==> src/rtl/bcz_pkg.sv <==
// Shared types, constants and helpers of the bilinear centre zoom unit.
// Used by every module under rtl/ but bcz_ram; depends on nothing.
package bcz_pkg;

  // Frame store geometry
  localparam int MAX_WIDTH  = 256;
  localparam int MAX_HEIGHT = 256;
  localparam int MIN_DIM    = 2;

  // Field and register widths
  localparam int PIX_W      = 16;
  localparam int DIM_CFG_W  = 9;
  localparam int SCALE_W    = 16;
  localparam int CFG_IDX_W  = 2;
  localparam int CFG_DATA_W = 16;
  localparam int FRAC_BITS  = 12;
  localparam int ONE_Q      = 1 << FRAC_BITS;

  // Register reset values
  localparam logic [DIM_CFG_W-1:0] RST_WIDTH  = DIM_CFG_W'(128);
  localparam logic [DIM_CFG_W-1:0] RST_HEIGHT = DIM_CFG_W'(128);
  localparam logic [SCALE_W-1:0]   RST_INV_X  = SCALE_W'(ONE_Q);
  localparam logic [SCALE_W-1:0]   RST_INV_Y  = SCALE_W'(ONE_Q);

  // Derived widths
  localparam int W_W    = $clog2(MAX_WIDTH + 1);
  localparam int H_W    = $clog2(MAX_HEIGHT + 1);
  localparam int COL_W  = $clog2(MAX_WIDTH);
  localparam int ROW_W  = $clog2(MAX_HEIGHT);
  localparam int DEPTH  = MAX_WIDTH * MAX_HEIGHT;
  localparam int ADDR_W = $clog2(DEPTH);
  localparam int SIZE_W = ADDR_W + 1;
  localparam int DIM_W  = (W_W > H_W) ? W_W : H_W;
  localparam int DIFF_W = DIM_W + 1;
  localparam int SX_W   = DIFF_W + SCALE_W + 2;
  localparam int INT_W  = SX_W - FRAC_BITS;
  localparam int WGT_W  = 2 * FRAC_BITS + 1;
  localparam int PROD_W = WGT_W + 1 + PIX_W;
  localparam int ACC_W  = PROD_W + 2;
  localparam int RES_W  = ACC_W - 2 * FRAC_BITS;

  // Function codes carried on tuser
  localparam logic FUNC_LOAD = 1'b0;
  localparam logic FUNC_EMIT = 1'b1;

  typedef enum logic [CFG_IDX_W-1:0] {
    REG_WIDTH  = 2'd0,
    REG_HEIGHT = 2'd1,
    REG_INV_X  = 2'd2,
    REG_INV_Y  = 2'd3
  } cfg_reg_t;

  // Neighbour order: top left, top right, bottom left, bottom right
  typedef enum logic [1:0] {
    TAP_00 = 2'd0,
    TAP_01 = 2'd1,
    TAP_10 = 2'd2,
    TAP_11 = 2'd3
  } tap_t;

  typedef enum logic [2:0] {
    S_IDLE = 3'd0,
    S_MUL  = 3'd1,
    S_FLR  = 3'd2,
    S_ADR  = 3'd3,
    S_RD   = 3'd4,
    S_DRN1 = 3'd5,
    S_DRN2 = 3'd6,
    S_FIN  = 3'd7
  } state_t;

  typedef struct packed {
    logic [W_W-1:0]     w;
    logic [H_W-1:0]     h;
    logic [SCALE_W-1:0] inv_x;
    logic [SCALE_W-1:0] inv_y;
  } dims_t;

  typedef struct packed {
    logic [COL_W-1:0]     x0;
    logic [ROW_W-1:0]     y0;
    logic [FRAC_BITS-1:0] fx;
    logic [FRAC_BITS-1:0] fy;
    logic                 in_frame;
  } coord_t;

  typedef struct packed {
    logic clear;
    logic issue;
    tap_t tap;
  } blend_ctl_t;

  // Clamp a configured frame dimension into MIN_DIM..maxv
  function automatic logic [31:0] clamp_dim(input logic [DIM_CFG_W-1:0] v,
                                            input logic [31:0] maxv);
    logic [31:0] val;
    val = 32'(v);
    if (val < 32'(MIN_DIM)) begin
      val = 32'(MIN_DIM);
    end else if (val > maxv) begin
      val = maxv;
    end
    return val;
  endfunction

endpackage

==> src/rtl/bcz_coord.sv <==
// Source coordinate pipeline: centre-relative scaling, floor and bounds
// check, then the top-left neighbour address. Depends on bcz_pkg.
module bcz_coord (
  input  logic                        clk,
  input  bcz_pkg::dims_t              dims,
  input  logic [bcz_pkg::ROW_W-1:0]   row,
  input  logic [bcz_pkg::COL_W-1:0]   col,
  output bcz_pkg::coord_t             crd,
  output logic [bcz_pkg::ADDR_W-1:0]  base
);

  logic [bcz_pkg::W_W-1:0]            hw;
  logic [bcz_pkg::H_W-1:0]            hh;
  logic signed [bcz_pkg::DIFF_W-1:0]  dx;
  logic signed [bcz_pkg::DIFF_W-1:0]  dy;
  logic signed [bcz_pkg::SCALE_W:0]   inv_xs;
  logic signed [bcz_pkg::SCALE_W:0]   inv_ys;
  logic signed [bcz_pkg::SX_W-1:0]    hwq;
  logic signed [bcz_pkg::SX_W-1:0]    hhq;
  logic signed [bcz_pkg::SX_W-1:0]    sx_nxt;
  logic signed [bcz_pkg::SX_W-1:0]    sy_nxt;
  logic signed [bcz_pkg::SX_W-1:0]    sx_r;
  logic signed [bcz_pkg::SX_W-1:0]    sy_r;
  logic [bcz_pkg::INT_W-1:0]          x0i;
  logic [bcz_pkg::INT_W-1:0]          y0i;
  logic [bcz_pkg::INT_W:0]            x0p2;
  logic [bcz_pkg::INT_W:0]            y0p2;
  logic                               in_x;
  logic                               in_y;
  bcz_pkg::coord_t                    crd_nxt;
  bcz_pkg::coord_t                    crd_r;
  logic [bcz_pkg::SIZE_W-1:0]         base_full;
  logic [bcz_pkg::ADDR_W-1:0]         base_nxt;
  logic [bcz_pkg::ADDR_W-1:0]         base_r;

  // Scale the offsets from the integer centre, in Q.12
  always_comb begin
    hw     = dims.w >> 1;
    hh     = dims.h >> 1;
    dx     = $signed(bcz_pkg::DIFF_W'(col)) - $signed(bcz_pkg::DIFF_W'(hw));
    dy     = $signed(bcz_pkg::DIFF_W'(row)) - $signed(bcz_pkg::DIFF_W'(hh));
    inv_xs = $signed({1'b0, dims.inv_x});
    inv_ys = $signed({1'b0, dims.inv_y});
    hwq    = $signed(bcz_pkg::SX_W'(hw) << bcz_pkg::FRAC_BITS);
    hhq    = $signed(bcz_pkg::SX_W'(hh) << bcz_pkg::FRAC_BITS);
    sx_nxt = dx * inv_xs + hwq;
    sy_nxt = dy * inv_ys + hhq;
  end

  // Floor by dropping the fraction; flag whether the 2x2 window lies inside the frame
  always_comb begin
    x0i              = sx_r[bcz_pkg::SX_W-1:bcz_pkg::FRAC_BITS];
    y0i              = sy_r[bcz_pkg::SX_W-1:bcz_pkg::FRAC_BITS];
    x0p2             = {1'b0, x0i} + (bcz_pkg::INT_W + 1)'(2);
    y0p2             = {1'b0, y0i} + (bcz_pkg::INT_W + 1)'(2);
    in_x             = !x0i[bcz_pkg::INT_W-1] &&
                       (x0p2 <= (bcz_pkg::INT_W + 1)'(dims.w));
    in_y             = !y0i[bcz_pkg::INT_W-1] &&
                       (y0p2 <= (bcz_pkg::INT_W + 1)'(dims.h));
    crd_nxt.x0       = x0i[bcz_pkg::COL_W-1:0];
    crd_nxt.y0       = y0i[bcz_pkg::ROW_W-1:0];
    crd_nxt.fx       = sx_r[bcz_pkg::FRAC_BITS-1:0];
    crd_nxt.fy       = sy_r[bcz_pkg::FRAC_BITS-1:0];
    crd_nxt.in_frame = in_x && in_y;
  end

  // Raster address of the top-left neighbour
  always_comb begin
    base_full = bcz_pkg::SIZE_W'(crd_r.y0) * bcz_pkg::SIZE_W'(dims.w) +
                bcz_pkg::SIZE_W'(crd_r.x0);
    base_nxt  = base_full[bcz_pkg::ADDR_W-1:0];
  end

  // Advance the pipeline every cycle; inputs hold steady during an item
  always_ff @(posedge clk) begin
    sx_r   <= sx_nxt;
    sy_r   <= sy_nxt;
    crd_r  <= crd_nxt;
    base_r <= base_nxt;
  end

  assign crd  = crd_r;
  assign base = base_r;

endmodule

==> config.mk <==
export PLATFORM = sky130hd
export DESIGN_NAME = bcz_coord
export DESIGN_NICKNAME = d
export VERILOG_FILES = /design/src/rtl/bcz_pkg.sv /design/src/rtl/bcz_coord.sv
export SDC_FILE = /design/constraint.sdc
export NUM_CORES = 1
export LEC_CHECK = 0
export BUFFER_PORTS_ARGS = -buffer_cell sky130_fd_sc_hd__buf_2
export CAP_MARGIN = 20
export CORE_MARGIN = 2
export CORE_UTILIZATION = 57
export CTS_CLUSTER_SIZE = 30
export DETAILED_ROUTE_END_ITERATION = 6
export GPL_ROUTABILITY_DRIVEN = 0
export PLACE_DENSITY_LB_ADDON = 0.08
export SETUP_SLACK_MARGIN = 0.05
export SLEW_MARGIN = 20
export SYNTH_ARGS = -nofsm -noshare
export SYNTH_HDL_FRONTEND = slang
export SYNTH_SLANG_ARGS = --single-unit
==> constraint.sdc <==
create_clock -name clk -period 8.6 [get_ports clk]
set_input_delay 1.72 -clock clk [delete_from_list [all_inputs] [get_ports clk]]
set_output_delay 1.72 -clock clk [all_outputs]
set_load 0.03 [all_outputs]
==> summary.txt <==
Run status
  – Outcome: finished clean

Die
  – Num ports: between 100 and 150
  – Core ar.: 27,900 um^2
  – Die area: approximately 30,000 um^2
  – Chip Height: 173 um
  – Starting Density: between 50% and 60%
  – Chip width: 173 um
  – Row Count: 61

Timing
  – Final setup margin: between 400 and 500 ps
  – Final hold slack: 320 ps
  – Fmax: between 100 and 150 MHz
  – Transition time at the pin with the least slew margin: about 640 ps
  – Setup TNS Final: 0 ps
  – Worst rel slew slack: between 50% and 60%
  – Final setup violating endpoints: 0
  – RSZ-0062 raised after global routing: no
  – Min cycle time layout: 8150 ps
  – Hold Fails Final Rpt: 0
  – Max-slew violations: 0
  – Setup Skew: approximately 16 ps
  – Fin crit share: between 90% and 100%

Logic synthesis
  – Distinct cell type count of the synthesized netlist: 57
  – Synth Warn #: 0
  – EDFF count, synth: 0
  – Synth Flop Type: dfxtp_1
  – Syn Inst Count: 1,751
  – Share of the synthesized area in the top cell type: roughly a third
  – Post-synthesis sequential area ratio: about 14%
  – Top cells by count, synth: 338 x inv_1, 265 x fa_1, 200 x ha_1, 148 x nand2_1, 141 x and2_1
  – Syn Area/Cell: approximately 9.3 um^2
  – Largest cells by area after synthesis: fa_1 33%, ha_1 15%, dfxtp_1 14%, inv_1 7.8%, and2_1 5.4%
  – Syn_nets: between 2,000 and 2,500
  – Fraction of registers with async set/reset: 0%
  – Count leader, synth: inv_1
  – #FFs+latches synth: ~110
  – Area leader, netlist: fa_1
  – Post-Syn Area: approximately 16,000 um^2

Routing
  – Number of iterations in the first detailed-routing pass: 5
  – Vias/cell: approximately 5.2
  – Vias: ~12,000
  – DR WL/cell: around 15 um
  – Detailed router's first-iteration violation count: 540
  – Routed wire length: around 34 mm
  – Post-DRT Antenna Nets: 0
  – DRC Markers: 0

Worst setup path
  – Crit path arrival time: 8400 ps
  – CP max FO: 9
  – Slowest Stage Delay on Critical Path: 600 ps
  – Crit Path Class: input pin to register
  – Slowest cell on crit path: fa_1
  – Most used cell, CP: fa_1
  – Setup crit end kind: register
  – Critical Path RT: roughly 8900 ps
  – Startpoint Class: input pin

Layout
  – Layout cell share with drive strength beyond 1: between 10% and 20%
  – FF/Latch Area: 2220 um^2
  – Ant diodes: 0
  – Final instance area: about 18,000 um^2
  – Number of filler cells placed in the layout: roughly 2,500
  – Area grow syn2layout: 8.34%
  – Final nets: between 2,000 and 2,500
  – Area occupied by multi-input gates: roughly 13,000 um^2

Clocking
  – # clock sinks: 111
  – Clk buf depth: 2
  – Clock latency reported for the late side of the worst-skew pair: around 360 ps
  – Num CTS Buffers: 9
  – CTS tree: built
  – Post-CTS Setup Bufs: 0
  – H-tree depth: 3
  – Clock transition at path regs: 80 ps
  – Root Buffer Master: clkbuf_16

Placed design
  – Placed instance area: about 17,000 um^2
  – DP Worst Slack: -41.8 ps
  – IO buf count: 123
  – DP HPWL: between 20 and 30 mm

GRT
  – Number of global-route vias before repair: roughly 12,000
  – First-pass GRT wire length: between 50 and 60 mm
  – Grt ovf: 0
  – Global Route Usage Sum: 23.9%
  – Initial antenna violation count: 0
  – Largest net degree at the start of global routing: 21

Run
  – Max cap viols: 0

Min path
  – Hold crit path type: register to register
==> cell usage in the layout (no fill, tap or decap), types with 6 or more instances in the layout <==
master,count
and2_1,141
inv_1,338
o21a_1,8
xor2_1,26
clkbuf_16,9
a21oi_1,46
buf_4,24
nand2b_1,92
and3_1,6
nand2_1,148
buf_2,123
or2_2,10
mux2_2,10
nor2_1,48
ha_1,200
dfxtp_1,111
o21bai_1,7
mux2i_1,22
nand4_1,10
nor2b_1,29
a21o_1,34
fa_1,265
xnor2_1,45
nand3_1,15
o21ai_0,27
==> flip-flops by register name, summed over array words and instances, names as in the netlist <==
signal and cells:
base 16, crd 41, sy_r 27, sx_r 27
==> logic make-up after synthesis <==
kind of cell	count (synthesis)	synth area share, %
AOI/OAI and AO/OA	169	6.86
xor gates and xnor gates	71	3.82
adders and majority gates	465	48.0
buffers and inverters	392	9.17
DFF	111	13.6
muxes	32	2.04
and+or+nand+nor	511	16.5
==> per-stage QoR <==
step / instances / utilization, %
CTS: 2239 / 63.1
global placement: 2223 / 62.1
detailed placement: 2223 / 62.1
finish: 2239 / 63.1
floorplan: 1751 / -
global route: 2239 / 63.1
==> repair_timing <==
action	CTS	global route
gates resized for setup	0	4
hold buffers	0	0
setup endpoints to repair	0	8
==> per-layer routing <==
layer | wire [um] | global-route usage (%) | up-vias
met5 | 0 | 0 | -
met3 | 1450 | 2.09 | 33
met2 | 15400 | 38.5 | 248
met4 | 482 | 4.91 | 0
li1 | - | - | 5610
met1 | 16400 | 35.4 | 5762
==> worst max-delay path: cells and delay by family <==
family          cells  cell delay [ps]
fa+ha+maj           7             3120
xor+xnor            1              140
buf+inv             4              650
compound gates     11             2290
simple gates        1              100
mux                 1              370
==> worst paths after layout <==
path | from | endpoint | slack, ps | cells past startpoint
setup / recovery | dims[44] | sx_r[25]$_DFF_P_ | 450 | 25
hold / removal | sy_r[6]$_DFF_P_ | crd[7]$_DFF_P_ | 320 | 0
setup reg to reg | crd[26]$_DFF_P_ | base[14]$_DFF_P_ | 4100 | 17
hold reg to reg | sy_r[6]$_DFF_P_ | crd[7]$_DFF_P_ | 320 | 0
==> area by class of cell <==
type / count / share of cell area, %
Clock buffer: 10 / 1.30
Clock inverter: 6 / 0.326
Inverter: 338 / 7.19
Multi-Input combinational cell: 1248 / 71.3
Sequential cell: 111 / 12.6
Tap cell: 378 / 2.68
Timing Repair Buffer: 148 / 4.62
Power is not shown: default switching activity piles up to over one toggle a cycle in this logic, so the estimate is an artifact.
