==> config.mk <==
export PLATFORM = sky130hd
export DESIGN_NAME = bcz_blend
export DESIGN_NICKNAME = d
export VERILOG_FILES = /design/src/rtl/bcz_pkg.sv /design/src/rtl/bcz_blend.sv
export SDC_FILE = /design/constraint.sdc
export NUM_CORES = 2
export LEC_CHECK = 0
export BUFFER_PORTS_ARGS = -buffer_cell sky130_fd_sc_hd__buf_2
export CELL_PAD_IN_SITES_DETAIL_PLACEMENT = 1
export CELL_PAD_IN_SITES_GLOBAL_PLACEMENT = 1
export CORE_MARGIN = 8
export CORE_UTILIZATION = 40
export CTS_BUF_LIST = sky130_fd_sc_hd__clkbuf_2 sky130_fd_sc_hd__clkbuf_4 sky130_fd_sc_hd__clkbuf_8
export CTS_CLUSTER_DIAMETER = 30
export CTS_CLUSTER_SIZE = 40
export DETAILED_ROUTE_END_ITERATION = 16
export PLACE_DENSITY_LB_ADDON = 0.1
export SYNTH_ARGS = -nofsm -noshare
export SYNTH_HDL_FRONTEND = slang
export SYNTH_SLANG_ARGS = --single-unit
==> constraint.sdc <==
create_clock -name clk -period 9 [get_ports clk]
set_input_delay 1.35 -clock clk [delete_from_list [all_inputs] [get_ports clk]]
set_output_delay 1.35 -clock clk [all_outputs]
set_load 0.05 [all_outputs]
==> src/rtl/bcz_pkg.sv <==
// Shared types, constants and helpers of the bilinear centre zoom unit.
// Used by every module under rtl/ but bcz_ram; depends on nothing.
package bcz_pkg;

  // Frame store geometry
  localparam int MAX_WIDTH  = 256;
  localparam int MAX_HEIGHT = 256;
  localparam int MIN_DIM    = 2;

  // Field and register widths
  localparam int PIX_W      = 16;
  localparam int DIM_CFG_W  = 9;
  localparam int SCALE_W    = 16;
  localparam int CFG_IDX_W  = 2;
  localparam int CFG_DATA_W = 16;
  localparam int FRAC_BITS  = 12;
  localparam int ONE_Q      = 1 << FRAC_BITS;

  // Register reset values
  localparam logic [DIM_CFG_W-1:0] RST_WIDTH  = DIM_CFG_W'(128);
  localparam logic [DIM_CFG_W-1:0] RST_HEIGHT = DIM_CFG_W'(128);
  localparam logic [SCALE_W-1:0]   RST_INV_X  = SCALE_W'(ONE_Q);
  localparam logic [SCALE_W-1:0]   RST_INV_Y  = SCALE_W'(ONE_Q);

  // Derived widths
  localparam int W_W    = $clog2(MAX_WIDTH + 1);
  localparam int H_W    = $clog2(MAX_HEIGHT + 1);
  localparam int COL_W  = $clog2(MAX_WIDTH);
  localparam int ROW_W  = $clog2(MAX_HEIGHT);
  localparam int DEPTH  = MAX_WIDTH * MAX_HEIGHT;
  localparam int ADDR_W = $clog2(DEPTH);
  localparam int SIZE_W = ADDR_W + 1;
  localparam int DIM_W  = (W_W > H_W) ? W_W : H_W;
  localparam int DIFF_W = DIM_W + 1;
  localparam int SX_W   = DIFF_W + SCALE_W + 2;
  localparam int INT_W  = SX_W - FRAC_BITS;
  localparam int WGT_W  = 2 * FRAC_BITS + 1;
  localparam int PROD_W = WGT_W + 1 + PIX_W;
  localparam int ACC_W  = PROD_W + 2;
  localparam int RES_W  = ACC_W - 2 * FRAC_BITS;

  // Function codes carried on tuser
  localparam logic FUNC_LOAD = 1'b0;
  localparam logic FUNC_EMIT = 1'b1;

  typedef enum logic [CFG_IDX_W-1:0] {
    REG_WIDTH  = 2'd0,
    REG_HEIGHT = 2'd1,
    REG_INV_X  = 2'd2,
    REG_INV_Y  = 2'd3
  } cfg_reg_t;

  // Neighbour order: top left, top right, bottom left, bottom right
  typedef enum logic [1:0] {
    TAP_00 = 2'd0,
    TAP_01 = 2'd1,
    TAP_10 = 2'd2,
    TAP_11 = 2'd3
  } tap_t;

  typedef enum logic [2:0] {
    S_IDLE = 3'd0,
    S_MUL  = 3'd1,
    S_FLR  = 3'd2,
    S_ADR  = 3'd3,
    S_RD   = 3'd4,
    S_DRN1 = 3'd5,
    S_DRN2 = 3'd6,
    S_FIN  = 3'd7
  } state_t;

  typedef struct packed {
    logic [W_W-1:0]     w;
    logic [H_W-1:0]     h;
    logic [SCALE_W-1:0] inv_x;
    logic [SCALE_W-1:0] inv_y;
  } dims_t;

  typedef struct packed {
    logic [COL_W-1:0]     x0;
    logic [ROW_W-1:0]     y0;
    logic [FRAC_BITS-1:0] fx;
    logic [FRAC_BITS-1:0] fy;
    logic                 in_frame;
  } coord_t;

  typedef struct packed {
    logic clear;
    logic issue;
    tap_t tap;
  } blend_ctl_t;

  // Clamp a configured frame dimension into MIN_DIM..maxv
  function automatic logic [31:0] clamp_dim(input logic [DIM_CFG_W-1:0] v,
                                            input logic [31:0] maxv);
    logic [31:0] val;
    val = 32'(v);
    if (val < 32'(MIN_DIM)) begin
      val = 32'(MIN_DIM);
    end else if (val > maxv) begin
      val = maxv;
    end
    return val;
  endfunction

endpackage

==> src/rtl/bcz_blend.sv <==
// Bilinear blend: weight, multiply and accumulate one neighbour a step,
// then round half up and saturate. Depends on bcz_pkg.
module bcz_blend (
  input  logic                               clk,
  input  logic                               rst_n,
  input  bcz_pkg::blend_ctl_t                ctl,
  input  logic [bcz_pkg::FRAC_BITS-1:0]      fx,
  input  logic [bcz_pkg::FRAC_BITS-1:0]      fy,
  input  logic signed [bcz_pkg::PIX_W-1:0]   rdata,
  output logic signed [bcz_pkg::PIX_W-1:0]   result
);

  localparam int OP_W = bcz_pkg::FRAC_BITS + 1;
  localparam logic signed [bcz_pkg::RES_W-1:0] SAT_HI =
    bcz_pkg::RES_W'((1 << (bcz_pkg::PIX_W - 1)) - 1);
  localparam logic signed [bcz_pkg::RES_W-1:0] SAT_LO =
    bcz_pkg::RES_W'(-(1 << (bcz_pkg::PIX_W - 1)));
  localparam logic signed [bcz_pkg::ACC_W-1:0] ROUND_HALF =
    bcz_pkg::ACC_W'(1) << (2 * bcz_pkg::FRAC_BITS - 1);

  logic [OP_W-1:0]                    gx;
  logic [OP_W-1:0]                    gy;
  logic [OP_W-1:0]                    opa;
  logic [OP_W-1:0]                    opb;
  logic [2*OP_W-1:0]                  wgt_full;
  logic [bcz_pkg::WGT_W-1:0]          wgt_r;
  logic                               v1_r;
  logic                               v2_r;
  logic signed [bcz_pkg::PROD_W-1:0]  prod_nxt;
  logic signed [bcz_pkg::PROD_W-1:0]  prod_r;
  logic signed [bcz_pkg::ACC_W-1:0]   acc_nxt;
  logic signed [bcz_pkg::ACC_W-1:0]   acc_r;
  logic signed [bcz_pkg::ACC_W-1:0]   rnd;
  logic signed [bcz_pkg::RES_W-1:0]   q;

  // Pick the weight factors of the current neighbour
  always_comb begin
    gx  = OP_W'(bcz_pkg::ONE_Q) - OP_W'(fx);
    gy  = OP_W'(bcz_pkg::ONE_Q) - OP_W'(fy);
    opa = gx;
    opb = gy;
    case (ctl.tap)
      bcz_pkg::TAP_00: begin
        opa = gx;
        opb = gy;
      end
      bcz_pkg::TAP_01: begin
        opa = OP_W'(fx);
        opb = gy;
      end
      bcz_pkg::TAP_10: begin
        opa = gx;
        opb = OP_W'(fy);
      end
      bcz_pkg::TAP_11: begin
        opa = OP_W'(fx);
        opb = OP_W'(fy);
      end
      default: begin
        opa = gx;
        opb = gy;
      end
    endcase
    wgt_full = opa * opb;
  end

  // Weight times pixel, then accumulate
  always_comb begin
    prod_nxt = $signed({1'b0, wgt_r}) * rdata;
    acc_nxt  = acc_r;
    if (ctl.clear) begin
      acc_nxt = '0;
    end else if (v2_r) begin
      acc_nxt = acc_r + bcz_pkg::ACC_W'(prod_r);
    end
  end

  // Track the read pipeline
  always_ff @(posedge clk) begin
    if (!rst_n) begin
      v1_r <= 1'b0;
      v2_r <= 1'b0;
    end else begin
      v1_r <= ctl.issue;
      v2_r <= v1_r;
    end
  end

  always_ff @(posedge clk) begin
    if (ctl.issue) begin
      wgt_r <= wgt_full[bcz_pkg::WGT_W-1:0];
    end
    if (v1_r) begin
      prod_r <= prod_nxt;
    end
    acc_r <= acc_nxt;
  end

  // Round half up from Q.24 and saturate to the pixel range
  always_comb begin
    rnd = acc_r + ROUND_HALF;
    q   = rnd[bcz_pkg::ACC_W-1:2*bcz_pkg::FRAC_BITS];
    if (q > SAT_HI) begin
      result = SAT_HI[bcz_pkg::PIX_W-1:0];
    end else if (q < SAT_LO) begin
      result = SAT_LO[bcz_pkg::PIX_W-1:0];
    end else begin
      result = q[bcz_pkg::PIX_W-1:0];
    end
  end

endmodule

==> impl_metrics.env <==
export IMPL_setup_violations=0
export IMPL_syn_nets=3645
export IMPL_max_clock_path_buffers=2
export IMPL_min_path_cells=2
export IMPL_dpl_hpwl_um=56500
export IMPL_clock_latency_ps=550
export IMPL_die_x_um=268
export IMPL_drv_slew=0
export IMPL_ys_ff_latch=113
export IMPL_critical_path_class="input pin to flop"
export IMPL_grt_usage_pct=19.2
export IMPL_synthTopCellsByArea="fa_1, ha_1, inv_1, edfxtp_1, nand2_1"
export IMPL_area_growth_syn_to_layout_pct=6.20
export IMPL_period_share_pct=88.8
export IMPL_skew_ps=15.8
export IMPL_cts_sinks=113
export IMPL_post_route_min_period_ps=7990
export IMPL_yosysTopAreaCell="fa_1"
export IMPL_syn_avg_cell_area_um2=8.76
export IMPL_relSlewSlack_pct=31.2
export IMPL_core_region_area_mm2=0.0630
export IMPL_hold_path_endpoint="acc_r[14]"
export IMPL_antenna_found_initial=2
export IMPL_routabilityCongestion=0.890
export IMPL_drtPass1Iterations=4
export IMPL_rrSetupSlack_ps=1480
export IMPL_cp_slowest_stage_delay_ps=580
export IMPL_fill_cells=7458
export IMPL_syn_area_mm2=0.0254
export IMPL_ys_seq_area_share_pct=11.5
export IMPL_crit_path_cell_trace="buf_2, nand2_1, fa_1, inv_1, fa_1, inv_1, fa_1, inv_1, fa_1, inv_1, fa_1, inv_1, fa_1, ha_1, a21oi_1, o21ai_0, a221oi_2, o31ai_1, o211ai_1, buf_4, a21oi_1, or3_1, a2111o_1, o311ai_0"
export IMPL_htree_levels=4
export IMPL_synth_edff_count=67
export IMPL_setup_tns_ps=0
export IMPL_worstMarginPinSlew_ps=1020
export IMPL_routedWlPerCell_um=17.6
export IMPL_cts_buffers=17
export IMPL_ctsResizeCount=0
export IMPL_cp_data_required_time_ps=9330
export IMPL_start_kind="input pin"
export IMPL_synth_top_cell_area_share_pct=34.7
export IMPL_cap_viol_max_count=0
export IMPL_viasPerCell=5.05
export IMPL_path_max_fanout=25
export IMPL_grt_max_degree=52
export IMPL_ys_async_sr_fraction_pct=0
export IMPL_cp_top_family="adder cells"
export IMPL_crit_slowest_cell="fa_1"
export IMPL_crit_buf_inv=7
export IMPL_io_buffers=61
export IMPL_min_path_type="flop to flop"
export IMPL_synth_ff_type="edfxtp_1"
export IMPL_rr_startpoint="wgt_r[9]"
export IMPL_r2r_end="prod_r[38]"
export IMPL_cp_end_kind="flop"
export IMPL_path_clk_slew_ps=80
export IMPL_path_common_cell="fa_1"
export IMPL_cts_root_buf="clkbuf_8"
export IMPL_rsz0062_at_grt="false"
export IMPL_die_area_mm2=0.0719
export IMPL_ys_warn_count=0
export IMPL_reg2reg_depth=22
export IMPL_post_cts_buffers=0
export IMPL_die_y_um=268
export IMPL_ios=62
export IMPL_drc=0
export IMPL_crit_arrival_ps=8320
export IMPL_hold_violations=0
export IMPL_rows=92
export IMPL_nets=3650
export IMPL_grt_pass1_vias=21754
export IMPL_grt_pass1_wl_um=111000
export IMPL_grt_remaining_overflow=0
export IMPL_hp_start="acc_r[14]"
export IMPL_num_vias=19027
export IMPL_drtAntennaViolNets=0
export IMPL_drive_gt1_share_pct=5.17
export IMPL_finalWirelength_um=66200
export IMPL_drt_iter0_markers=472
export IMPL_syn_inst=2904
export IMPL_synth_cell_type_count=68
export IMPL_clock_fmax_mhz=125
export IMPL_startpoint="rdata[1]"
export IMPL_postCtsHoldBufs=0
export IMPL_initial_utilization_pct=40.4
export IMPL_outcome="complete, no violations"
export IMPL_cts_tree="built"
[registers in the layout (all words and copies together), names as in the netlist]
signal and flops:
wgt_r 25, prod_r 42, v1_r 1, acc_r 44
v2_r 1
[per-stage QoR]
step | util [%] | cell area [um^2] | setup slack (ps) | cells | hold slack (ps)
after floorplan | - | 25400 | 1210 | 2904 | 445
after global placement | 42.3 | 26700 | 629 | 3736 | 461
after detailed placement | 42.3 | 26700 | 456 | 3736 | 465
after CTS | 42.9 | 27000 | 1080 | 3768 | 476
after global routing | 42.9 | 27000 | 620 | 3769 | 490
final | 42.9 | 27000 | 1010 | 3770 | 471
[per-layer routing]
metal	vias up	track usage (%)	wire [um]
li1	9027	-	-
met1	9671	23.8	29700
met2	235	34.6	33100
met3	92	2.30	1690
met4	2	6.07	1690
met5	-	0	11
[tightest hold or removal path: stages, from the launching register on]
cell     delay, ps
dfxtp_1        310
nand2_1         60
a21oi_1         50
[logic make-up (layout without fill, tap and decap cells)]
family,Yosys count,after routing,share of synthesized area (%)
fa+ha+maj,695,695,47.2
simple gates,894,894,16.4
xor+xnor,129,129,4.44
other cells,0,2,0
mux,33,33,1.31
flops,113,113,11.5
buf+inv,712,730,10.5
compound gates,328,328,8.64
[cell type report]
type | instances | area [um^2] | share of cell area [%]
tap | 846 | 1060 | 3.92
clock inverter | 15 | 126 | 0.468
antenna | 2 | 5.00 | 0.0185
clock buffer | 17 | 234 | 0.866
multi-input combinational | 2079 | 19800 | 73.4
sequential | 113 | 2940 | 10.9
timing repair buffer | 93 | 546 | 2.02
inverter | 605 | 2270 | 8.40
[worst max path at each step]
stage                       endpoint  slack [ps]  cells after the start
after global placement     wgt_r[24]         630                     26
final                     prod_r[38]        1010                     24
after detailed placement   wgt_r[23]         460                     24
after floorplan           prod_r[41]        1210                     25
after global routing       wgt_r[23]         620                     24
after CTS                  wgt_r[23]        1080                     24
[cells in the mapped netlist (3+ instances only)]
cell         n
and4_1       3
o21ai_0     55
a21boi_0     3
and3_1      25
a211o_1      4
a2111oi_0    3
nor3b_1      3
nor4_1       5
o22ai_1      3
a21oi_1     96
nand2b_1    25
o41ai_1      4
or4_1        3
nand3b_1     6
xor2_1      42
o21bai_1    11
nor2_1     153
nand3_1     33
xnor2_1     87
and2_1     167
o31ai_1      6
o2111ai_1    4
inv_1      605
mux2_2       3
nor3_1      29
a211oi_1    15
nand2_1    396
edfxtp_1    67
o21a_1      11
o211ai_1     6
or3_1       12
dfxtp_1     46
nor2b_1     13
or2_2        6
ha_1       254
a21o_1      64
buf_1        6
mux2i_1     30
a31oi_1     12
fa_1       441
clkbuf_1   101
nand4_1     13
[layout by cell type (no fill, tap or decap), types with 5 or more instances in the layout]
cell type    n
nand3_1     33
nand2b_1    25
nand2_1    396
buf_2       61
a211oi_1    15
o21ai_0     55
and2_1     167
buf_4       32
nor4_1       5
a21oi_1     96
or2_2        6
o31ai_1      6
o21a_1      11
nand4_1     13
and3_1      25
mux2i_1     30
clkinv_4     5
o211ai_1     6
ha_1       254
nor2_1     153
nor2b_1     13
a31oi_1     12
inv_1      605
clkbuf_8    17
dfxtp_1     44
nor3_1      29
xnor2_1     87
or3_1       12
o21bai_1    11
fa_1       441
xor2_1      42
inv_6        5
edfxtp_1    67
nand3b_1     6
a21o_1      64
Power is left out: the tool's default activity adds up to more than one toggle a clock period on the data nets, which glitch-free logic cannot reach.
